--- src/mqfst_pkg.sv ---
// ----------------------------------------------------------------------------
// mqfst_pkg: shared types and codes for the QoS flow state table
// Flow state codes, event codes, table entry layout and the control and
// status bundles between the controller and the datapath.
// ----------------------------------------------------------------------------
package mqfst_pkg;

	// flow states
	localparam logic [3:0] ST_NULL            = 4'd0;
	localparam logic [3:0] ST_PUBLISH_SEND    = 4'd1;
	localparam logic [3:0] ST_PUBACK_SEND     = 4'd2;
	localparam logic [3:0] ST_PUBACK_PENDING  = 4'd3;
	localparam logic [3:0] ST_PUBREC_SEND     = 4'd4;
	localparam logic [3:0] ST_PUBREC_PENDING  = 4'd5;
	localparam logic [3:0] ST_PUBREL_SEND     = 4'd6;
	localparam logic [3:0] ST_PUBREL_PENDING  = 4'd7;
	localparam logic [3:0] ST_PUBCOMP_SEND    = 4'd8;
	localparam logic [3:0] ST_PUBCOMP_PENDING = 4'd9;
	localparam logic [3:0] ST_DONE            = 4'd10;

	// event kinds
	localparam logic [1:0] KIND_RESERVE = 2'd0;
	localparam logic [1:0] KIND_PUBLISH = 2'd1;
	localparam logic [1:0] KIND_ACK     = 2'd2;

	// ack types
	localparam logic [1:0] ACK_PUBACK  = 2'd0;
	localparam logic [1:0] ACK_PUBREC  = 2'd1;
	localparam logic [1:0] ACK_PUBREL  = 2'd2;
	localparam logic [1:0] ACK_PUBCOMP = 2'd3;

	localparam logic [1:0] QOS_1 = 2'd1;
	localparam logic [1:0] QOS_2 = 2'd2;

	localparam logic [15:0] ID_NONE = 16'd0;

	typedef struct packed {
		logic [15:0] id;
		logic [1:0]  qos;
		logic [3:0]  st;
	} entry_t;

	typedef struct packed {
		logic [1:0]  kind;
		logic [15:0] packet_id;
		logic [1:0]  qos;
		logic        direction;
		logic [1:0]  ack_type;
	} item_t;

	typedef struct packed {
		logic start;    // latch item, rewind scan
		logic scan_en;  // issue one table read
		logic commit;   // write table, load result
	} cmd_t;

	typedef struct packed {
		logic scan_last; // read of last slot being issued
		logic out_free;  // result register can take a value
	} status_t;

	// legal ack transitions
	function automatic logic ack_ok(input logic [3:0] cur, input logic [3:0] nxt);
		logic ok;
		unique case (cur)
			ST_PUBACK_SEND, ST_PUBACK_PENDING,
			ST_PUBCOMP_SEND, ST_PUBCOMP_PENDING: ok = (nxt == ST_DONE);
			ST_PUBREC_SEND:    ok = (nxt == ST_PUBREL_PENDING);
			ST_PUBREL_PENDING: ok = (nxt == ST_PUBCOMP_SEND);
			ST_PUBREC_PENDING: ok = (nxt == ST_PUBREL_SEND);
			ST_PUBREL_SEND:    ok = (nxt == ST_PUBCOMP_PENDING);
			default:           ok = 1'b0;
		endcase
		return ok;
	endfunction

endpackage

--- src/mqfst_ctrl.sv ---
// ----------------------------------------------------------------------------
// mqfst_ctrl: event sequencer
// Accepts one event, runs the table scan, then commits the result once the
// output register is free.
// ----------------------------------------------------------------------------
module mqfst_ctrl (
	input  logic               clk,
	input  logic               arst_n,
	input  logic               in_valid,
	output logic               in_ready,
	input  mqfst_pkg::status_t sts,
	output mqfst_pkg::cmd_t    cmd
);

	localparam logic [1:0] S_IDLE  = 2'd0;
	localparam logic [1:0] S_SCAN  = 2'd1;
	localparam logic [1:0] S_DRAIN = 2'd2;
	localparam logic [1:0] S_WRITE = 2'd3;

	logic [1:0] state_q;
	logic [1:0] state_d;

	assign in_ready = (state_q == S_IDLE);

	always_comb begin
		state_d     = state_q;
		cmd.start   = 1'b0;
		cmd.scan_en = 1'b0;
		cmd.commit  = 1'b0;
		unique case (state_q)
			S_IDLE: begin
				if (in_valid) begin
					cmd.start = 1'b1;
					state_d   = S_SCAN;
				end
			end
			S_SCAN: begin
				cmd.scan_en = 1'b1;
				if (sts.scan_last) state_d = S_DRAIN;
			end
			S_DRAIN: state_d = S_WRITE;
			S_WRITE: begin
				if (sts.out_free) begin
					cmd.commit = 1'b1;
					state_d    = S_IDLE;
				end
			end
			default: state_d = S_IDLE;
		endcase
	end

	always_ff @(posedge clk or negedge arst_n) begin
		if (!arst_n) state_q <= S_IDLE;
		else         state_q <= state_d;
	end

endmodule

--- src/mqfst_dp.sv ---
// ----------------------------------------------------------------------------
// mqfst_dp: table storage, scan and decision datapath
// Two entry memories with per-slot valid bits, a slot scan that finds the
// matching id and the lowest free slot, the event decision and the result
// register.
// ----------------------------------------------------------------------------
module mqfst_dp #(
	parameter int TABLE_DEPTH = 16
) (
	input  logic               clk,
	input  logic               arst_n,
	input  mqfst_pkg::cmd_t    cmd,
	output mqfst_pkg::status_t sts,
	input  mqfst_pkg::item_t   item,
	output logic               out_valid,
	input  logic               out_ready,
	output logic [3:0]         out_state
);

	localparam int IW = (TABLE_DEPTH > 1) ? $clog2(TABLE_DEPTH) : 1;
	localparam logic [IW-1:0] LAST_SLOT = IW'(TABLE_DEPTH - 1);

	mqfst_pkg::entry_t mem_out [TABLE_DEPTH];
	mqfst_pkg::entry_t mem_in  [TABLE_DEPTH];
	logic [TABLE_DEPTH-1:0] vo_q, vi_q;

	mqfst_pkg::item_t  item_q;
	logic              tsel_q;   // 1: outgoing table
	logic              tsel_d;
	logic [IW-1:0]     addr_q;

	mqfst_pkg::entry_t rd_out_s1, rd_in_s1, ent_s1;
	logic              vld_s1, rv_s1;
	logic [IW-1:0]     idx_s1;

	logic              match_q, free_q;
	logic [IW-1:0]     mslot_q, fslot_q;
	logic [1:0]        mqos_q;
	logic [3:0]        mst_q;

	logic              m_valid_q;
	logic [3:0]        m_state_q;

	logic [3:0]        res;
	logic              wr_en, set_v, clr_v;
	logic [IW-1:0]     wr_slot;
	mqfst_pkg::entry_t wr_ent;
	logic [3:0]        nxt;
	logic [1:0]        need_qos;

	// table choice for the incoming event
	always_comb begin
		unique case (item.kind)
			mqfst_pkg::KIND_RESERVE: tsel_d = 1'b1;
			mqfst_pkg::KIND_PUBLISH: tsel_d = !item.direction;
			mqfst_pkg::KIND_ACK:
				tsel_d = (item.ack_type == mqfst_pkg::ACK_PUBREL) ? !item.direction
				                                                  : item.direction;
			default: tsel_d = 1'b0;
		endcase
	end

	assign sts.scan_last = cmd.scan_en && (addr_q == LAST_SLOT);
	assign sts.out_free  = !m_valid_q || out_ready;
	assign ent_s1        = tsel_q ? rd_out_s1 : rd_in_s1;

	// decision
	always_comb begin
		res      = mqfst_pkg::ST_NULL;
		wr_en    = 1'b0;
		set_v    = 1'b0;
		clr_v    = 1'b0;
		wr_slot  = mslot_q;
		wr_ent   = '{id: item_q.packet_id, qos: mqos_q, st: mst_q};
		nxt      = mqfst_pkg::ST_DONE;
		need_qos = mqfst_pkg::QOS_2;
		unique case (item_q.kind)
			mqfst_pkg::KIND_RESERVE: begin
				if (item_q.packet_id != mqfst_pkg::ID_NONE && !match_q && free_q &&
				    (item_q.qos == mqfst_pkg::QOS_1 || item_q.qos == mqfst_pkg::QOS_2)) begin
					res     = mqfst_pkg::ST_PUBLISH_SEND;
					wr_en   = 1'b1;
					set_v   = 1'b1;
					wr_slot = fslot_q;
					wr_ent  = '{id: item_q.packet_id, qos: item_q.qos,
					            st: mqfst_pkg::ST_PUBLISH_SEND};
				end
			end
			mqfst_pkg::KIND_PUBLISH: begin
				if (item_q.packet_id == mqfst_pkg::ID_NONE) begin
					res = mqfst_pkg::ST_DONE;
				end else if (!item_q.direction) begin
					if (match_q && mst_q == mqfst_pkg::ST_PUBLISH_SEND) begin
						if (mqos_q == mqfst_pkg::QOS_1)      res = mqfst_pkg::ST_PUBACK_PENDING;
						else if (mqos_q == mqfst_pkg::QOS_2) res = mqfst_pkg::ST_PUBREC_PENDING;
						wr_en     = (res != mqfst_pkg::ST_NULL);
						wr_ent.st = res;
					end
				end else if (!match_q && free_q) begin
					if (item_q.qos == mqfst_pkg::QOS_1)      res = mqfst_pkg::ST_PUBACK_SEND;
					else if (item_q.qos == mqfst_pkg::QOS_2) res = mqfst_pkg::ST_PUBREC_SEND;
					wr_en   = (res != mqfst_pkg::ST_NULL);
					set_v   = wr_en;
					wr_slot = fslot_q;
					wr_ent  = '{id: item_q.packet_id, qos: item_q.qos, st: res};
				end
			end
			mqfst_pkg::KIND_ACK: begin
				unique case (item_q.ack_type)
					mqfst_pkg::ACK_PUBACK: begin
						need_qos = mqfst_pkg::QOS_1;
						nxt      = mqfst_pkg::ST_DONE;
					end
					mqfst_pkg::ACK_PUBREC: nxt = item_q.direction ? mqfst_pkg::ST_PUBREL_SEND
					                                              : mqfst_pkg::ST_PUBREL_PENDING;
					mqfst_pkg::ACK_PUBREL: nxt = item_q.direction ? mqfst_pkg::ST_PUBCOMP_SEND
					                                              : mqfst_pkg::ST_PUBCOMP_PENDING;
					default: nxt = mqfst_pkg::ST_DONE;
				endcase
				if (match_q && mqos_q == need_qos && mqfst_pkg::ack_ok(mst_q, nxt)) begin
					res       = nxt;
					clr_v     = (nxt == mqfst_pkg::ST_DONE);
					wr_en     = !clr_v;
					wr_ent.st = nxt;
				end
			end
			default: res = mqfst_pkg::ST_NULL;
		endcase
	end

	// memories: registered read during scan, write on commit
	always_ff @(posedge clk) begin
		if (cmd.scan_en) begin
			rd_out_s1 <= mem_out[addr_q];
			rd_in_s1  <= mem_in[addr_q];
		end
		if (cmd.commit && wr_en) begin
			if (tsel_q) mem_out[wr_slot] <= wr_ent;
			else        mem_in[wr_slot]  <= wr_ent;
		end
	end

	always_ff @(posedge clk) begin
		if (cmd.start) item_q <= item;
		if (cmd.commit) m_state_q <= res;
		if (vld_s1 && rv_s1 && !match_q && ent_s1.id == item_q.packet_id) begin
			mslot_q <= idx_s1;
			mqos_q  <= ent_s1.qos;
			mst_q   <= ent_s1.st;
		end
		if (vld_s1 && !rv_s1 && !free_q) fslot_q <= idx_s1;
	end

	always_ff @(posedge clk or negedge arst_n) begin
		if (!arst_n) begin
			vo_q      <= '0;
			vi_q      <= '0;
			tsel_q    <= 1'b0;
			addr_q    <= '0;
			vld_s1    <= 1'b0;
			rv_s1     <= 1'b0;
			idx_s1    <= '0;
			match_q   <= 1'b0;
			free_q    <= 1'b0;
			m_valid_q <= 1'b0;
		end else begin
			vld_s1 <= cmd.scan_en;
			if (cmd.scan_en) begin
				rv_s1  <= tsel_q ? vo_q[addr_q] : vi_q[addr_q];
				idx_s1 <= addr_q;
				addr_q <= addr_q + 1'b1;
			end
			if (cmd.start) begin
				tsel_q  <= tsel_d;
				addr_q  <= '0;
				match_q <= 1'b0;
				free_q  <= 1'b0;
			end else if (vld_s1) begin
				if (rv_s1 && ent_s1.id == item_q.packet_id) match_q <= 1'b1;
				if (!rv_s1) free_q <= 1'b1;
			end
			if (cmd.commit && (set_v || clr_v)) begin
				if (tsel_q) vo_q[wr_slot] <= set_v;
				else        vi_q[wr_slot] <= set_v;
			end
			if (cmd.commit)             m_valid_q <= 1'b1;
			else if (out_ready)         m_valid_q <= 1'b0;
		end
	end

	assign out_valid = m_valid_q;
	assign out_state = m_state_q;

	// a commit never overwrites a result that is still waiting
	a_commit_free: assert property (@(posedge clk) disable iff (!arst_n)
		cmd.commit |-> (!m_valid_q || out_ready))
		else $error("result overwritten");

	// a committed result is presented next cycle
	a_commit_shows: assert property (@(posedge clk) disable iff (!arst_n)
		cmd.commit |=> m_valid_q)
		else $error("result lost");

	// an insert goes to an empty slot
	a_insert_empty: assert property (@(posedge clk) disable iff (!arst_n)
		(cmd.commit && set_v) |-> !(tsel_q ? vo_q[wr_slot] : vi_q[wr_slot]))
		else $error("insert into occupied slot");

	// publish_send comes only from a reserve
	a_reserve_only: assert property (@(posedge clk) disable iff (!arst_n)
		(cmd.commit && res == mqfst_pkg::ST_PUBLISH_SEND) |->
		(item_q.kind == mqfst_pkg::KIND_RESERVE && tsel_q))
		else $error("publish_send from non-reserve event");

endmodule

--- src/mqtt_qos_flow_state_table.sv ---
// ----------------------------------------------------------------------------
// mqtt_qos_flow_state_table: QoS1/QoS2 publish handshake tracker
// Outgoing and incoming flow tables of TABLE_DEPTH entries with a
// sequenced slot scan per event.
// ----------------------------------------------------------------------------
// Usage:
//   Slave channel s_*: one event per transfer. s_tuser carries the kind
//   (reserve, publish, ack); s_tdata carries packet id, qos, direction and
//   ack type. Master channel m_*: exactly one result transfer per event,
//   the new flow state (0 on any failure).
// Sequence / throughput:
//   An event passes from accept to result through a latch step, a scan of
//   the selected table through its single read port (one slot per cycle,
//   registered read), a drain step for the last read and a commit step,
//   which waits for a free output register. s_tready is high only between
//   events, so a new event is not accepted until the last one has committed.
// Reset:
//   arst_n clears every slot's valid bit at once; both tables read empty
//   right after reset with no clearing pass.
// Stall:
//   The result sits in an output register; the next event can be accepted
//   and scanned while it waits. Its commit holds until m_tready frees the
//   register.
// ----------------------------------------------------------------------------
module mqtt_qos_flow_state_table #(
	parameter int TABLE_DEPTH = 16
) (
	input  logic        clk,
	input  logic        arst_n,
	input  logic        s_tvalid,
	output logic        s_tready,
	input  logic [23:0] s_tdata,  // [15:0] packet_id, [17:16] qos, [18] direction,
	                              // [20:19] ack_type, [23:21] zero
	input  logic [1:0]  s_tuser,  // [1:0] kind
	output logic        m_tvalid,
	input  logic        m_tready,
	output logic [7:0]  m_tdata   // [3:0] new_state, [7:4] zero
);

	mqfst_pkg::cmd_t    cmd;
	mqfst_pkg::status_t sts;
	mqfst_pkg::item_t   item;
	logic [3:0]         new_state;

	// unpack the event
	assign item.kind      = s_tuser;
	assign item.packet_id = s_tdata[15:0];
	assign item.qos       = s_tdata[17:16];
	assign item.direction = s_tdata[18];
	assign item.ack_type  = s_tdata[20:19];

	mqfst_ctrl u_ctrl (
		.clk      (clk),
		.arst_n   (arst_n),
		.in_valid (s_tvalid),
		.in_ready (s_tready),
		.sts      (sts),
		.cmd      (cmd)
	);

	mqfst_dp #(
		.TABLE_DEPTH (TABLE_DEPTH)
	) u_dp (
		.clk       (clk),
		.arst_n    (arst_n),
		.cmd       (cmd),
		.sts       (sts),
		.item      (item),
		.out_valid (m_tvalid),
		.out_ready (m_tready),
		.out_state (new_state)
	);

	assign m_tdata = {4'b0000, new_state};

endmodule

--- config.mk ---
export PLATFORM = sky130hd
export DESIGN_NAME = mqtt_qos_flow_state_table
export DESIGN_NICKNAME = d
export VERILOG_FILES = /design/src/mqfst_pkg.sv /design/src/mqfst_ctrl.sv /design/src/mqfst_dp.sv /design/src/mqtt_qos_flow_state_table.sv
export SDC_FILE = /design/constraint.sdc
export NUM_CORES = 1
export LEC_CHECK = 0
export BUFFER_PORTS_ARGS = -buffer_cell sky130_fd_sc_hd__clkbuf_2
export CAP_MARGIN = 20
export CORE_ASPECT_RATIO = 1.5
export CORE_MARGIN = 4
export CORE_UTILIZATION = 50
export CTS_CLUSTER_SIZE = 8
export DETAILED_ROUTE_END_ITERATION = 8
export PLACE_DENSITY = 0.66
export SYNTH_ARGS = -nofsm -noshare
export SYNTH_HDL_FRONTEND = slang
export SYNTH_SLANG_ARGS = --single-unit
--- constraint.sdc ---
create_clock -name clk -period 7.8 [get_ports clk]
set_input_delay 0.39 -clock clk [delete_from_list [all_inputs] [get_ports clk]]
set_output_delay 0.39 -clock clk [all_outputs]
set_load 0.01 [all_outputs]
# --- Word level (Yosys, flattened, before mapping) ---
# Memories as Yosys holds them, arrays and structs flattened. A register that Yosys moved wholly into a read port is not among the register bits.
# Index checks and enable logic that the tools add are counted.
totals:
  ramBits: 704
  latch_bits: 0
  out_inout_bits: 10
  mem_count: 2
  mem_bits_ro: 0
  input_bits: 30
  register_bits: 89
op_classes:
  n_eq_ne: 35
  muxes: 90
  bitwise: 1
  reduce_logical: 44
  div: 0
  shift: 0
  addsub: 1
  magnitude_cmp: 3
  multipliers: 0
mem_list:
  columns: ["memory", "depth", "word_bits", "read_ports", "rd_ports_with_merged_regs", "wr", "line_no", "source"]
  rows:
  - ["u_dp.mem_in", 16, 22, 1, 1, 1, "mqfst_dp.sv:24", "mqfst_pkg::entry_t mem_in [TABLE_DEPTH];"]
  - ["u_dp.mem_out", 16, 22, 1, 1, 1, "mqfst_dp.sv:23", "mqfst_pkg::entry_t mem_out [TABLE_DEPTH];"]
ops:
  columns: ["cell", "n"]
  rows:
  - ["$mux 4", 24]
  - ["$mux 1", 38]
  - ["$bwmux 16", 2]
  - ["$eq 4x3->1 const B", 6]
  - ["$eq 4x4->1 const B", 6]
  - ["$pmux 4 s3", 2]
  - ["$mux 22", 1]
  - ["$mux 6", 3]
  - ["$logic_and 1x1->1", 17]
  - ["$eq 16x16->1", 1]
  - ["$eq 2x2->1 const B", 8]
  - ["$logic_not 16->1", 1]
  - ["$pmux 4 s2", 2]
  - ["$reduce_bool 16->1", 1]
  - ["$eq 2x1->1 const B", 6]
  - ["$mux 2", 6]
  - ["$lt 4x5->1 const B", 2]
  - ["$mux 3", 3]
  - ["$bmux 1 s4", 2]
  - ["$eq 4x2->1 const B", 2]
  - ["$logic_not 2->1", 4]
  - ["$ne 2x2->1 const B", 4]
  - ["$pmux 2 s4", 1]
  - ["$reduce_and 2->1", 4]
  - ["16 further kinds", 28]

# --- Longest topological paths before layout ---
# Gate-level depths: netlist of run 1.
logic_depth:
  depth_word: 15
  depth_mapped: 9
  ltp_nobuf: 7

# --- Hierarchy ---
# A second synthesis of run 1 with hierarchy kept.
hier_totals:
  cells_unflattened: 1494
  hier_area_um2: 32812.7
by_module_without_submodules:
  columns: ["module", "area_each_um2", "cells_each", "seq_area_each_um2", "instances"]
  rows:
  - ["mqfst_dp", 32598.8, 1471, 24843.8, 1]
  - ["mqfst_ctrl", 180.2, 18, 50.0, 1]
  - ["mqtt_qos_flow_state_table", 33.8, 5, 0.0, 1]

# --- Worst setup path before layout of run 1 ---
# No wires, ideal clock.
synth_path:
  path_type: "flip-flop to flip-flop"
  from: "reg u_dp.item_q[16] in the netlist's numbering"
  to: "mem u_dp.mem_in[0][1] in the netlist's numbering (data pin)"
  setup_slack_ns: 2.933
  arrival_ns: 4.252
  t_required_ns: 7.185
  path_stages_with_launch: 6
  path_buffers: 1
  setup_ns: 0.615
  cell_sequence: "edfxtp_1 > or4_4 > nor4_4 > buf_6 > nor2_1 > o311ai_0"
synth_lines:
  columns: ["item", "line_no", "source"]
  rows:
  - ["start, declared", "mqfst_dp.sv:27", "mqfst_pkg::item_t item_q;"]
  - ["start signal, assigned", "mqfst_dp.sv:144", "if (cmd.start) item_q <= item;"]
  - ["end, declared", "mqfst_dp.sv:24", null]

# --- Worst setup path in the final report of run 1 ---
layout_path:
  from: "reg u_dp.item_q[5] in the netlist's numbering"
  to: "mem u_dp.mem_in[13][13] in the netlist's numbering, enable pin"
layout_between:
  elab_chain_cells: 9
  elab_cells_between_ends: 14
  cone_classes: "mux: 8; reduce/logical: 6"
layout_lines:
  columns: ["item", "line_no", "source"]
  rows:
  - ["$reduce_bool 16->1", "mqfst_dp.sv:79", "if (item_q.packet_id != mqfst_pkg::ID_NONE && !match_q && free_q &&"]
  - ["$logic_and 1x1->1 (3 in a row)", "mqfst_dp.sv:79", null]
  - ["$mux 1", "mqfst_dp.sv:79", null]
  - ["$pmux 1 s3", "mqfst_dp.sv:77", "unique case (item_q.kind)"]
  - ["$logic_and 1x1->1", "mqfst_dp.sv:137", "if (cmd.commit && wr_en) begin"]
  - ["$mux 1", "mqfst_dp.sv:137", null]
  - ["$mux 1 (implied by the code)", "mqfst_dp.sv:139", "else mem_in[wr_slot] <= wr_ent;"]
# Several ways; a longest one is shown, not always the timed one.

==> results.md, run 1 <==
- Area share of the largest cell type after synthesis: 0.714
- Layout overhead on the synthesized area: 15.1%
- Number of synthesized flops with an enable pin: 789
- Half-perimeter wire length of the detailed placement result: 41900 um
- Worst slack after detailed placement: roughly 3.4 ns
- Worst setup slack after layout: 3.71 ns
- Uppermost layer routed: met4
- Wire length on met1: 29800 um
- Unrepaired setup endpoints after global routing: false
- Post-layout util: 0.582
- Total number of vias: 16200
- Die Outline Area: between 70000 and 80000 um^2
- Average wire per standard cell: between 20 and 30 um
- Crit path arrival time: 4.37 ns
- Flip-flop and latch count after synthesis: 837
- Post-route clock period utilization: 0.524
- Maximum buffer depth of the clock tree: 3
- Class of the tightest hold or removal check: in2reg
- Number of max-cap violations: 0
- Max-slew violation total from the final report: 0
- Sw frac: 0.255
- Global-route wire length before repair: 113000 um
- Number of placement rows: around 120
- Vias per inst: 6.18
- Flop pwr share: 0.446
- Crit end category: flop
- Number of top-level pins: 40
- Clock tree root buffer cell: clkbuf_16
- Die span in x: approximately 220 um
- Worst Path Required: between 8 and 9 ns
- Sw Pwr: just over 3000 uW
- Part of the power in combinational logic: 0.194
- Final worst clock skew: 0.0360 ns
- Final layout net count: 1740
- Pin count of the biggest net entering global routing: 120
- Violation count after the first detailed-route iteration: 1497
- Area of the core region: around 66000 um^2
- Largest driver fanout on the critical path: 34
- Leading cell types by total area after synthesis: edfxtp_1, mux4_2, dfrtp_1, nand3_1, o211ai_1
- Antenna violations before repair: 0
- Number of cells in the design after placement: 2427
- Number of antenna repair diodes: 0
- Number of clock sinks: 837
- Most frequent cells after synthesis: edfxtp_1, mux4_2, nand3_1, nor2_1, dfrtp_1
- Post-CTS setup buffer count: 0
- Result of the run: finished clean
- Share of post-route cells with drive strength above 1: 0.307
- Latest clock arrival within the worst-skew pair: 0.67 ns
- PwrDens: between 300 and 400 nW/um^2
- TritonCTS clock tree: built
- TritonCTS Buffers: 114
- Ys async rst share: 0.0573
- Register clock-pin slew on the reported worst setup and hold paths: about 0.050 ns
- Achievable frequency: 0.245 GHz
- Synth warn: 0
- Total of endpoints with negative setup slack in the final report: 0
- Number of resized instances in the post-cts repair step: 0
- Sequential element share of the synthesized area: 0.750
- Non-filler cells in the finished layout: 2614
- Final wirelength: ~76000 um
- Worst-margin pin slew: about 1.1 ns
- Relative contribution of the clock network to total power: 0.361
- Weighted congestion at the end of routability-driven global placement: 0.870
- Global router's overall resource usage: 0.220
- DRC violations left: 0
- Fin. Hold Viols: 0
- Number of H-tree levels: 3
- Distinct cells, synth: between 60 and 70
- Overflow left after global routing: 0
- Largest vdd supply drop: just over 400 uV
- Die outline height: 323 um
- Post-synth top area cell: edfxtp_1
- Starting density of the core: 0.506
- Worst max-slew margin expressed relative to the limit: 0.240
- Synth Cell Area: 33200 um^2
- PortBufs: 32
- Via count of the first global-routing pass: 17300
- Number of iterations in the first detailed-routing pass: 5
- Pleak: 0.0122 uW
- Cell-internal power: between 9000 and 10000 uW
- Setup Crit Path Kind: reg2reg
- Crit start category: flop
- Cells after Synth: 1542
- Final-layout setup total negative slack: 0 ns
- Number of antenna-violating nets in the routed design: 0
- Wire length on met3: 4220 um
- Average instance area after synthesis: 21.5 um^2
- Shortest clock period the worst path allows after layout: 4.09 ns
- Most used flip-flop cell after synthesis: edfxtp_1
- Fill cells: 4816
- Most used standard cell by instance count after synthesis: edfxtp_1
- Met2 routed WL: 39500 um
[worst max-delay path: stages, from the launching register on]
cell	delay [ns]
edfxtp_1	0.35
buf_4	0.27
or4_1	0.67
o41ai_2	0.87
o2bb2ai_2	0.21
o21ai_4	0.87
nor2_4	0.40
[power groups by stage]
stage	combinational, uW	sequential, uW	clock [uW]
after floorplan	1720	5500	0
after global placement	2280	5560	0
after detailed placement	2330	5560	0
after CTS	2340	5480	4470
after global routing	2550	5440	4670
final	2360	5430	4390
[repair_timing]
action,4_1_cts,5_1_grt
endpoints found under the hold margin,71,0
endpoints found under the setup margin,0,0
hold buffers,24,0
[per-stage QoR]
step | power [uW] | area, um^2 | hold slack (ns)
final | 12200 | 38200 | 0.182
after global routing | 12700 | 38200 | 0.193
after CTS | 12300 | 38100 | 0.143
after detailed placement | 7890 | 34700 | 0.466
after global placement | 7840 | 34700 | 0.447
after floorplan | 7220 | 33200 | 0.0944
[final timing paths]
check / from / to / slack, ns / depth (start not counted)
max in group asynchronous: arst_n / u_dp.addr_q[3]$_DFFE_PN0P_ / 6.94 / 3
min: s_tvalid / u_ctrl.state_q[0]$_DFFE_PN0P_ / 0.18 / 4
max: u_dp.item_q[5]$_DFFE_PP_ / u_dp.mem_in[13][13]$_DFFE_PP_ / 3.71 / 6
min in group asynchronous: arst_n / u_ctrl.state_q[0]$_DFFE_PN0P_ / 0.37 / 3
min reg2reg: u_dp.idx_s1[2]$_DFFE_PN0P_ / u_dp.fslot_q[2]$_DFFE_PP_ / 0.48 / 0
max reg2reg: u_dp.item_q[5]$_DFFE_PP_ / u_dp.mem_in[13][13]$_DFFE_PP_ / 3.71 / 6
[sequential cells by signal (all words and copies together) (netlist names), 16 cells and up]
signal / count
u_dp.vo_q: 16
u_dp.item_q: 23
u_dp.mem_in: 352
u_dp.vi_q: 16
u_dp.mem_out: 352
u_dp.rd_in_s1: 22
u_dp.rd_out_s1: 22
[cell families after synthesis]
family                     count (synthesis)  share of synthesized area
AOI/OAI and AO/OA                         93                     0.0238
xor gates and xnor gates                  20                    0.00528
adders and majority gates                 13                    0.00490
buffers and inverters                     99                     0.0140
DFF                                      837                      0.750
muxes                                    257                      0.165
other                                      1                   0.000113
and+or+nand+nor                          222                     0.0369
[area by class of cell]
cell class / count / area, um^2 / area share
Clock buffer: 149 / 3010 / 0.0787
Tap cell: 877 / 1100 / 0.0287
Inverter: 21 / 78.8 / 0.00206
Timing Repair Buffer: 114 / 942 / 0.0247
Clock inverter: 7 / 121 / 0.00318
Multi-Input combinational cell: 609 / 8030 / 0.210
Sequential cell: 837 / 24900 / 0.652
[cells in the final DEF (no fill, tap or decap), drive strengths merged, types with 3 or more instances in the layout]
cell,count
o211ai,43
o21ai,15
or3b,5
conb,4
mux2i,17
nor4,7
nand2,11
nand3b,3
nor2,53
mux4,230
nor3,7
and2,19
clkbuf,181
nand3,69
buf,58
ha,13
o2111ai,8
clkinv,6
inv,22
or4,5
edfxtp,789
dfrtp,48
nor2b,12
mux2,10
nand4,19
xnor2,18
a21oi,7
dlygate4sd3,24
and3,3
[metal layers]
layer / GRT usage / vias to the layer above
met5: 0 / -
met4: 0.0749 / 0
li1: - / 6761
met1: 0.296 / 8616
met2: 0.372 / 634
met3: 0.0330 / 141
Note: power is estimated with default switching activity, not from simulation.
==> run 2: changes to the inputs <==
--- a/config.mk
+++ b/config.mk
@@ -5,6 +5,7 @@
 export SDC_FILE = /design/constraint.sdc
 export NUM_CORES = 1
 export LEC_CHECK = 0
+export ABC_AREA = 1
 export BUFFER_PORTS_ARGS = -buffer_cell sky130_fd_sc_hd__clkbuf_2
 export CAP_MARGIN = 20
 export CORE_ASPECT_RATIO = 1.5
@@ -12,7 +13,7 @@
 export CORE_UTILIZATION = 50
 export CTS_CLUSTER_SIZE = 8
 export DETAILED_ROUTE_END_ITERATION = 8
-export PLACE_DENSITY = 0.66
+export PLACE_DENSITY = 0.68
 export SYNTH_ARGS = -nofsm -noshare
 export SYNTH_HDL_FRONTEND = slang
 export SYNTH_SLANG_ARGS = --single-unit
==> constraint.sdc (replaced) <==
create_clock -name clk -period 3.5 [get_ports clk]
set_input_delay 0.175 -clock clk [delete_from_list [all_inputs] [get_ports clk]]
set_output_delay 0.175 -clock clk [all_outputs]
set_load 0.01 [all_outputs]
==> results.md, run 2 <==
- Number of antenna-violating nets in the routed design: 0
- Worst reg2reg startpoint: u_dp.item_q[0]$_DFFE_PP_
- Number of iterations in the first detailed-routing pass: 6
- Number of max-cap violations: 0
- Worst setup slack for register-to-register paths: 0.49 ns
- Final-layout worst hold slack: 0.0788 ns
- Largest driver fanout on the critical path: 22
- Vias per inst: 6.07
- Share of post-route cells with drive strength above 1: 0.139
- Number of placement rows: 116
- Total of endpoints with negative setup slack in the final report: 0
- PortBufs: 32
- Fill cells: 5115
- Regs by FF count: u_dp.mem_in: 352 flops, u_dp.mem_out: 352 flops, u_dp.item_q: 23 flops
- PwrDens: 797 nW/um^2
- Starting density of the core: 0.506
- Final wirelength: 91500 um
- Ys async rst share: 0.0573
- Largest vdd supply drop: 489 uV
- Sequential element share of the synthesized area: 0.736
- Most used standard cell by instance count after synthesis: edfxtp_1
- Die Outline Area: 72000 um^2
- Leading cell types in the layout, fill and taps excluded: edfxtp_1, nor2_1, o21ai_0
- Unrepaired setup endpoints after global routing: false
- End of the worst register-to-register path: u_dp.mem_out[14][21]$_DFFE_PP_
- Crit start category: flop
- Most used flip-flop cell after synthesis: edfxtp_1
- Synth Cell Area: 33800 um^2
- DRC violations left: 0
- Max-slew violation total from the final report: 0
- Number of synthesized flops with an enable pin: 789
- Total number of vias: 22300
- Final-layout setup total negative slack: 0 ns
- Result of the run: finished clean
- Worst-margin pin slew: 0.868 ns
- Worst max-slew margin expressed relative to the limit: 0.420
- Number of antenna repair diodes: 0
- Register clock-pin slew on the reported worst setup and hold paths: 0.05 ns
- Number of H-tree levels: 3
- Via count of the first global-routing pass: 22100
- TritonCTS clock tree: built
- Global router's overall resource usage: 0.253
- Synth warn: 0
- Average wire per standard cell: about 25 um
- Overflow left after global routing: 0
- Clock tree root buffer cell: clkbuf_16
- Depth of the worst register-to-register path: 16
- Violation count after the first detailed-route iteration: between 2000 and 3000
- Half-perimeter wire length of the detailed placement result: approximately 54000 um
- Pleak: 0.0132 uW
- Distinct cells, synth: 39
- Post-route clock period utilization: 0.859
- Number of resized instances in the post-cts repair step: 0
- Weighted congestion at the end of routability-driven global placement: ~0.9
- Crit path arrival time: 3.35 ns
- Flip-flop and latch count after synthesis: 837
- Layout overhead on the synthesized area: 15.1%
- Shortest clock period the worst path allows after layout: 3.01 ns
- Crit end category: flop
- Area of the core region: ~67000 um^2
- Class of the tightest hold or removal check: in2async
- Most common cell after layout, fill and taps aside: edfxtp_1
- Most frequent cells after synthesis: edfxtp_1, nor2_1, o21ai_0, nand2_1, o221ai_1
- Average instance area after synthesis: 12.9 um^2
- CP startpoint: u_dp.item_q[0]$_DFFE_PP_
- Fin. Hold Viols: 0
- Leading cell types by total area after synthesis: edfxtp_1, o21ai_0, nor2_1, dfrtp_1, o221ai_1
- Die outline height: 327 um
- Final layout net count: 2781
- Antenna violations before repair: 1
- Number of top-level pins: 40
- TritonCTS Buffers: about 110
- Post-synth top area cell: edfxtp_1
- Maximum buffer depth of the clock tree: 3
- Die span in x: 220 um
- Global-route wire length before repair: 136000 um
- Worst Path Required: approximately 3.9 ns
- Final worst clock skew: around 0.032 ns
- Latest clock arrival within the worst-skew pair: 0.67 ns
- Number of clock sinks: 837
- Setup Crit Path Kind: reg2reg
- Cells after Synth: 2628
- Multi-input combinational cell area: between 7000 and 8000 um^2
- Pin count of the biggest net entering global routing: 133
- Area share of the largest cell type after synthesis: 0.700
- Sequential standard cell area: 24900 um^2
- Achievable frequency: 0.333 GHz
## run 2: worst max-delay path by stage
stage	to	slack, ns	cells after the start
after floorplan	u_dp.mem_in[0][3]$_DFFE_PP_	0.26	14
after global placement	u_dp.mem_out[13][12]$_DFFE_PP_	0.51	17
final	u_dp.mem_out[14][21]$_DFFE_PP_	0.49	16
after global routing	u_dp.mem_out[13][12]$_DFFE_PP_	0.28	17
after detailed placement	u_dp.mem_out[13][6]$_DFFE_PP_	0.54	16
after CTS	u_dp.mem_out[13][10]$_DFFE_PP_	0.51	16
## run 2: report_power, final
group / total (uW) / switching, uW / internal, uW / leakage [uW]
Combinational: 8900 / 6430 / 2470 / 0.00391
Sequential: 12300 / 364 / 12000 / 0.00776
Clock: 9790 / 3870 / 5920 / 0.00151
Total: 31000 / 10700 / 20400 / 0.0132
## run 2: area by class of cell
class / instances / share of cell area
Tap cell: 885 / 0.0284
Clock buffer: 154 / 0.0782
Inverter: 80 / 0.00807
Multi-Input combinational cell: 1539 / 0.205
Timing Repair Buffer: 166 / 0.0390
Sequential cell: 837 / 0.640
Clock inverter: 6 / 0.00170
## run 2: what timing repair did
| action | 4_1_cts | 5_1_grt |
|---|---|---|
| buffers inserted | 0 | 0 |
| endpoints found under the hold margin | 52 | 0 |
| hold buffers | 26 | 0 |
## run 2: stage by stage
stage / setup slack [ns] / instances / utilization / total power [uW] / instance area (um^2)
after floorplan: 0.264 / 2631 / - / 17900 / 33800
final: 0.493 / 3667 / 0.582 / 31000 / 38900
after detailed placement: 0.544 / 3481 / 0.532 / 21300 / 35600
after CTS: 0.507 / 3667 / 0.582 / 31100 / 38900
after global placement: 0.505 / 3481 / 0.532 / 21000 / 35600
after global routing: 0.279 / 3667 / 0.582 / 32300 / 38900
## run 2: critical path, stage by stage, from the launching register on
cell and delay (ns):
edfxtp_1 0.37, inv_1 0.09, ha_1 0.37, inv_1 0.05, nor2_1 0.11, nand3_1 0.09
nand2_1 0.07, nand2_1 0.06, nand2_1 0.09, nand2_2 0.09, nor2_4 0.13, nand2_2 0.06
nand3_2 0.12, nand3_2 0.08, buf_4 0.24, nor2_2 0.39, buf_12 0.25
## run 2: logic make-up (layout without fill, tap and decap cells)
family | Yosys count | in the layout | synth area share
AO/OA/AOI/OAI | 651 | 651 | 0.117
AND/OR/NAND/NOR | 865 | 865 | 0.109
flip-flops | 837 | 837 | 0.736
adder cells (fa/ha/maj) | 13 | 13 | 0.00481
buffers and inverters | 255 | 406 | 0.0314
XOR/XNOR | 6 | 6 | 0.00155
other | 1 | 4 | 0.000111
## run 2: layer usage
layer,vias up,wire length (um),global-route usage
li1,9923,-,-
met1,11100,33000,0.303
met2,1077,48300,0.448
met3,201,6060,0.0373
met4,2,4120,0.114
met5,-,8,0
==> run 3: changes to the inputs <==
--- a/config.mk
+++ b/config.mk
@@ -5,7 +5,6 @@
 export SDC_FILE = /design/constraint.sdc
 export NUM_CORES = 1
 export LEC_CHECK = 0
-export ABC_AREA = 1
 export BUFFER_PORTS_ARGS = -buffer_cell sky130_fd_sc_hd__clkbuf_2
 export CAP_MARGIN = 20
 export CORE_ASPECT_RATIO = 1.5
==> results.md, run 3 (same netlist as run 1, synthesis figures left out) <==
- Result of the run: finished clean
- Most common cell after layout, fill and taps aside: edfxtp_1
- Leading cell types in the layout, fill and taps excluded: edfxtp_1, mux4_2, clkbuf_16
- Crit start category: flop
- Vias per inst: 6.17
- Multi-input combinational cell area: 7990 um^2
- PwrDens: 700 nW/um^2
- Worst setup slack for register-to-register paths: around 0.34 ns
- Via count of the first global-routing pass: roughly 17000
- Total number of vias: 16300
- Unrepaired setup endpoints after global routing: false
- DRC violations left: 0
- Global routing met1 resource utilization: 0.277
- Most Crowded Layer GR: met2
- Pleak: 0.0124 uW
- Weighted congestion at the end of routability-driven global placement: just under 0.9
- Class of the tightest hold or removal check: in2async
- GR Util met2: 0.386
- Max-slew violation total from the final report: 0
- Overflow left after global routing: 0
- Register clock-pin slew on the reported worst setup and hold paths: ~0.060 ns
- Layout overhead on the synthesized area: 16.7%
- Half-perimeter wire length of the detailed placement result: 43800 um
- Largest vdd supply drop: 492 uV
- Worst Path Required: 3.82 ns
- Die outline height: 323 um
- Final wirelength: 75600 um
- TritonCTS clock tree: built
- Worst max-slew margin expressed relative to the limit: 0.422
- TritonCTS Buffers: 114
- Global router's overall resource usage: 0.220
- Worst-margin pin slew: 0.868 ns
- Shortest clock period the worst path allows after layout: 3.16 ns
- Latest clock arrival within the worst-skew pair: 0.66 ns
- Maximum buffer depth of the clock tree: 3
- Final layout net count: 1772
- Met3 usage in global routing: 0.0344
- Total of endpoints with negative setup slack in the final report: 0
- Largest driver fanout on the critical path: 22
- Final-layout setup total negative slack: 0 ns
- Post-route clock period utilization: 0.903
- Pin count of the biggest net entering global routing: 41
- Violation count after the first detailed-route iteration: 1638
- Number of max-cap violations: 0
- Number of H-tree levels: 3
- Setup Crit Path Kind: reg2reg
- Global-route wire length before repair: 113000 um
- Regs by FF count: u_dp.mem_in: 352 flops, u_dp.mem_out: 352 flops, u_dp.item_q: 23 flops
- Share of post-route cells with drive strength above 1: 0.320
- Number of top-level pins: 40
- Number of antenna-violating nets in the routed design: 0
- Number of iterations in the first detailed-routing pass: 5
- DP Area: 35400 um^2
- Number of placement rows: between 100 and 150
- Clock tree root buffer cell: clkbuf_16
- Number of clock sinks: 837
- Sequential standard cell area: approximately 25000 um^2
- Fin. Hold Viols: 0
- Die Outline Area: 70600 um^2
- PortBufs: 32
- Final worst clock skew: 0.0281 ns
- Die span in x: 218 um
- Starting density of the core: 0.506
- Achievable frequency: 0.316 GHz
- Antenna violations before repair: 0
- Crit end category: flop
- Final non-filler cell area: 38700 um^2
- Fill cells: about 4700
- Area of the core region: 65600 um^2
- Average wire per standard cell: roughly 29 um
- Crit path arrival time: 3.49 ns
## run 3: cell count changes in the layout (fill, tap and decap cells not counted), sizes merged, moves of 17 or more
cell / previous run / this run
mux4: 0 / 230
nand3: 123 / 69
inv: 81 / 22
nand2: 260 / 11
mux2i: 0 / 17
o22ai: 56 / 1
xnor2: 1 / 18
buf: 108 / 87
and2: 0 / 19
nor2: 460 / 53
o221ai: 133 / 0
o21ai: 393 / 15
## run 3: report_power, final
group | switching, uW | internal [uW]
logic | 2590 | 2640
clock network | 3700 | 5830
registers | 544 | 11800
## run 3: timing repair
item	in CTS	in global routing
hold buffers	27	0
buffers inserted	0	0
resized for setup	0	0
endpoints found under the hold margin	74	0
## run 3: worst paths after layout
check	to	cells after the start	startpoint
max	u_dp.mem_in[7][20]$_DFFE_PP_	8	u_dp.item_q[1]$_DFFE_PP_
min	u_dp.vi_q[15]$_DFFE_PN0P_	3	arst_n
max reg2reg	u_dp.mem_in[7][20]$_DFFE_PP_	8	u_dp.item_q[1]$_DFFE_PP_
min reg2reg	u_dp.mslot_q[2]$_DFFE_PP_	0	u_dp.idx_s1[2]$_DFFE_PN0P_
max in group asynchronous	u_dp.addr_q[1]$_DFFE_PN0P_	3	arst_n
min in group clk	u_dp.item_q[3]$_DFFE_PP_	2	s_tdata[16]
## run 3: critical path, cell delays in order, from the launching register on
cell and delay, ns:
edfxtp_1 0.41, inv_1 0.10, ha_1 0.19, or3b_2 0.47
a211o_1 0.36, a2111oi_4 0.47, o21ai_4 0.34, nor2_2 0.25
buf_12 0.23
## run 3: layer usage
metal  up-vias  routed length, um
li1       6830                  -
met1      8688              27700
met2       601              40600
met3       133               4420
met4         0               2890
met5         -                  0
## run 3: layout make-up
cell class | count | share of cell area
Antenna cell | 1 | 0.0000646
Inverter | 21 | 0.00204
Timing Repair Buffer | 146 | 0.0418
Clock buffer | 138 | 0.0771
Sequential cell | 837 | 0.643
Multi-Input combinational cell | 609 | 0.207
Tap cell | 877 | 0.0283
Clock inverter | 3 | 0.000776
## run 3: per-stage QoR
step / total power (uW) / cells / util / hold slack, ns / worst slack, ns
finish: 27100 / 2632 / 0.590 / 0.163 / 0.339
global route: 28200 / 2631 / 0.590 / 0.224 / 0.205
CTS: 27400 / 2630 / 0.590 / 0.150 / 0.307
detailed placement: 17800 / 2462 / 0.540 / 0.0480 / 0.276
global placement: 17700 / 2462 / 0.540 / 0.0376 / 0.380
floorplan: 16100 / 1545 / - / -0.121 / -0.326
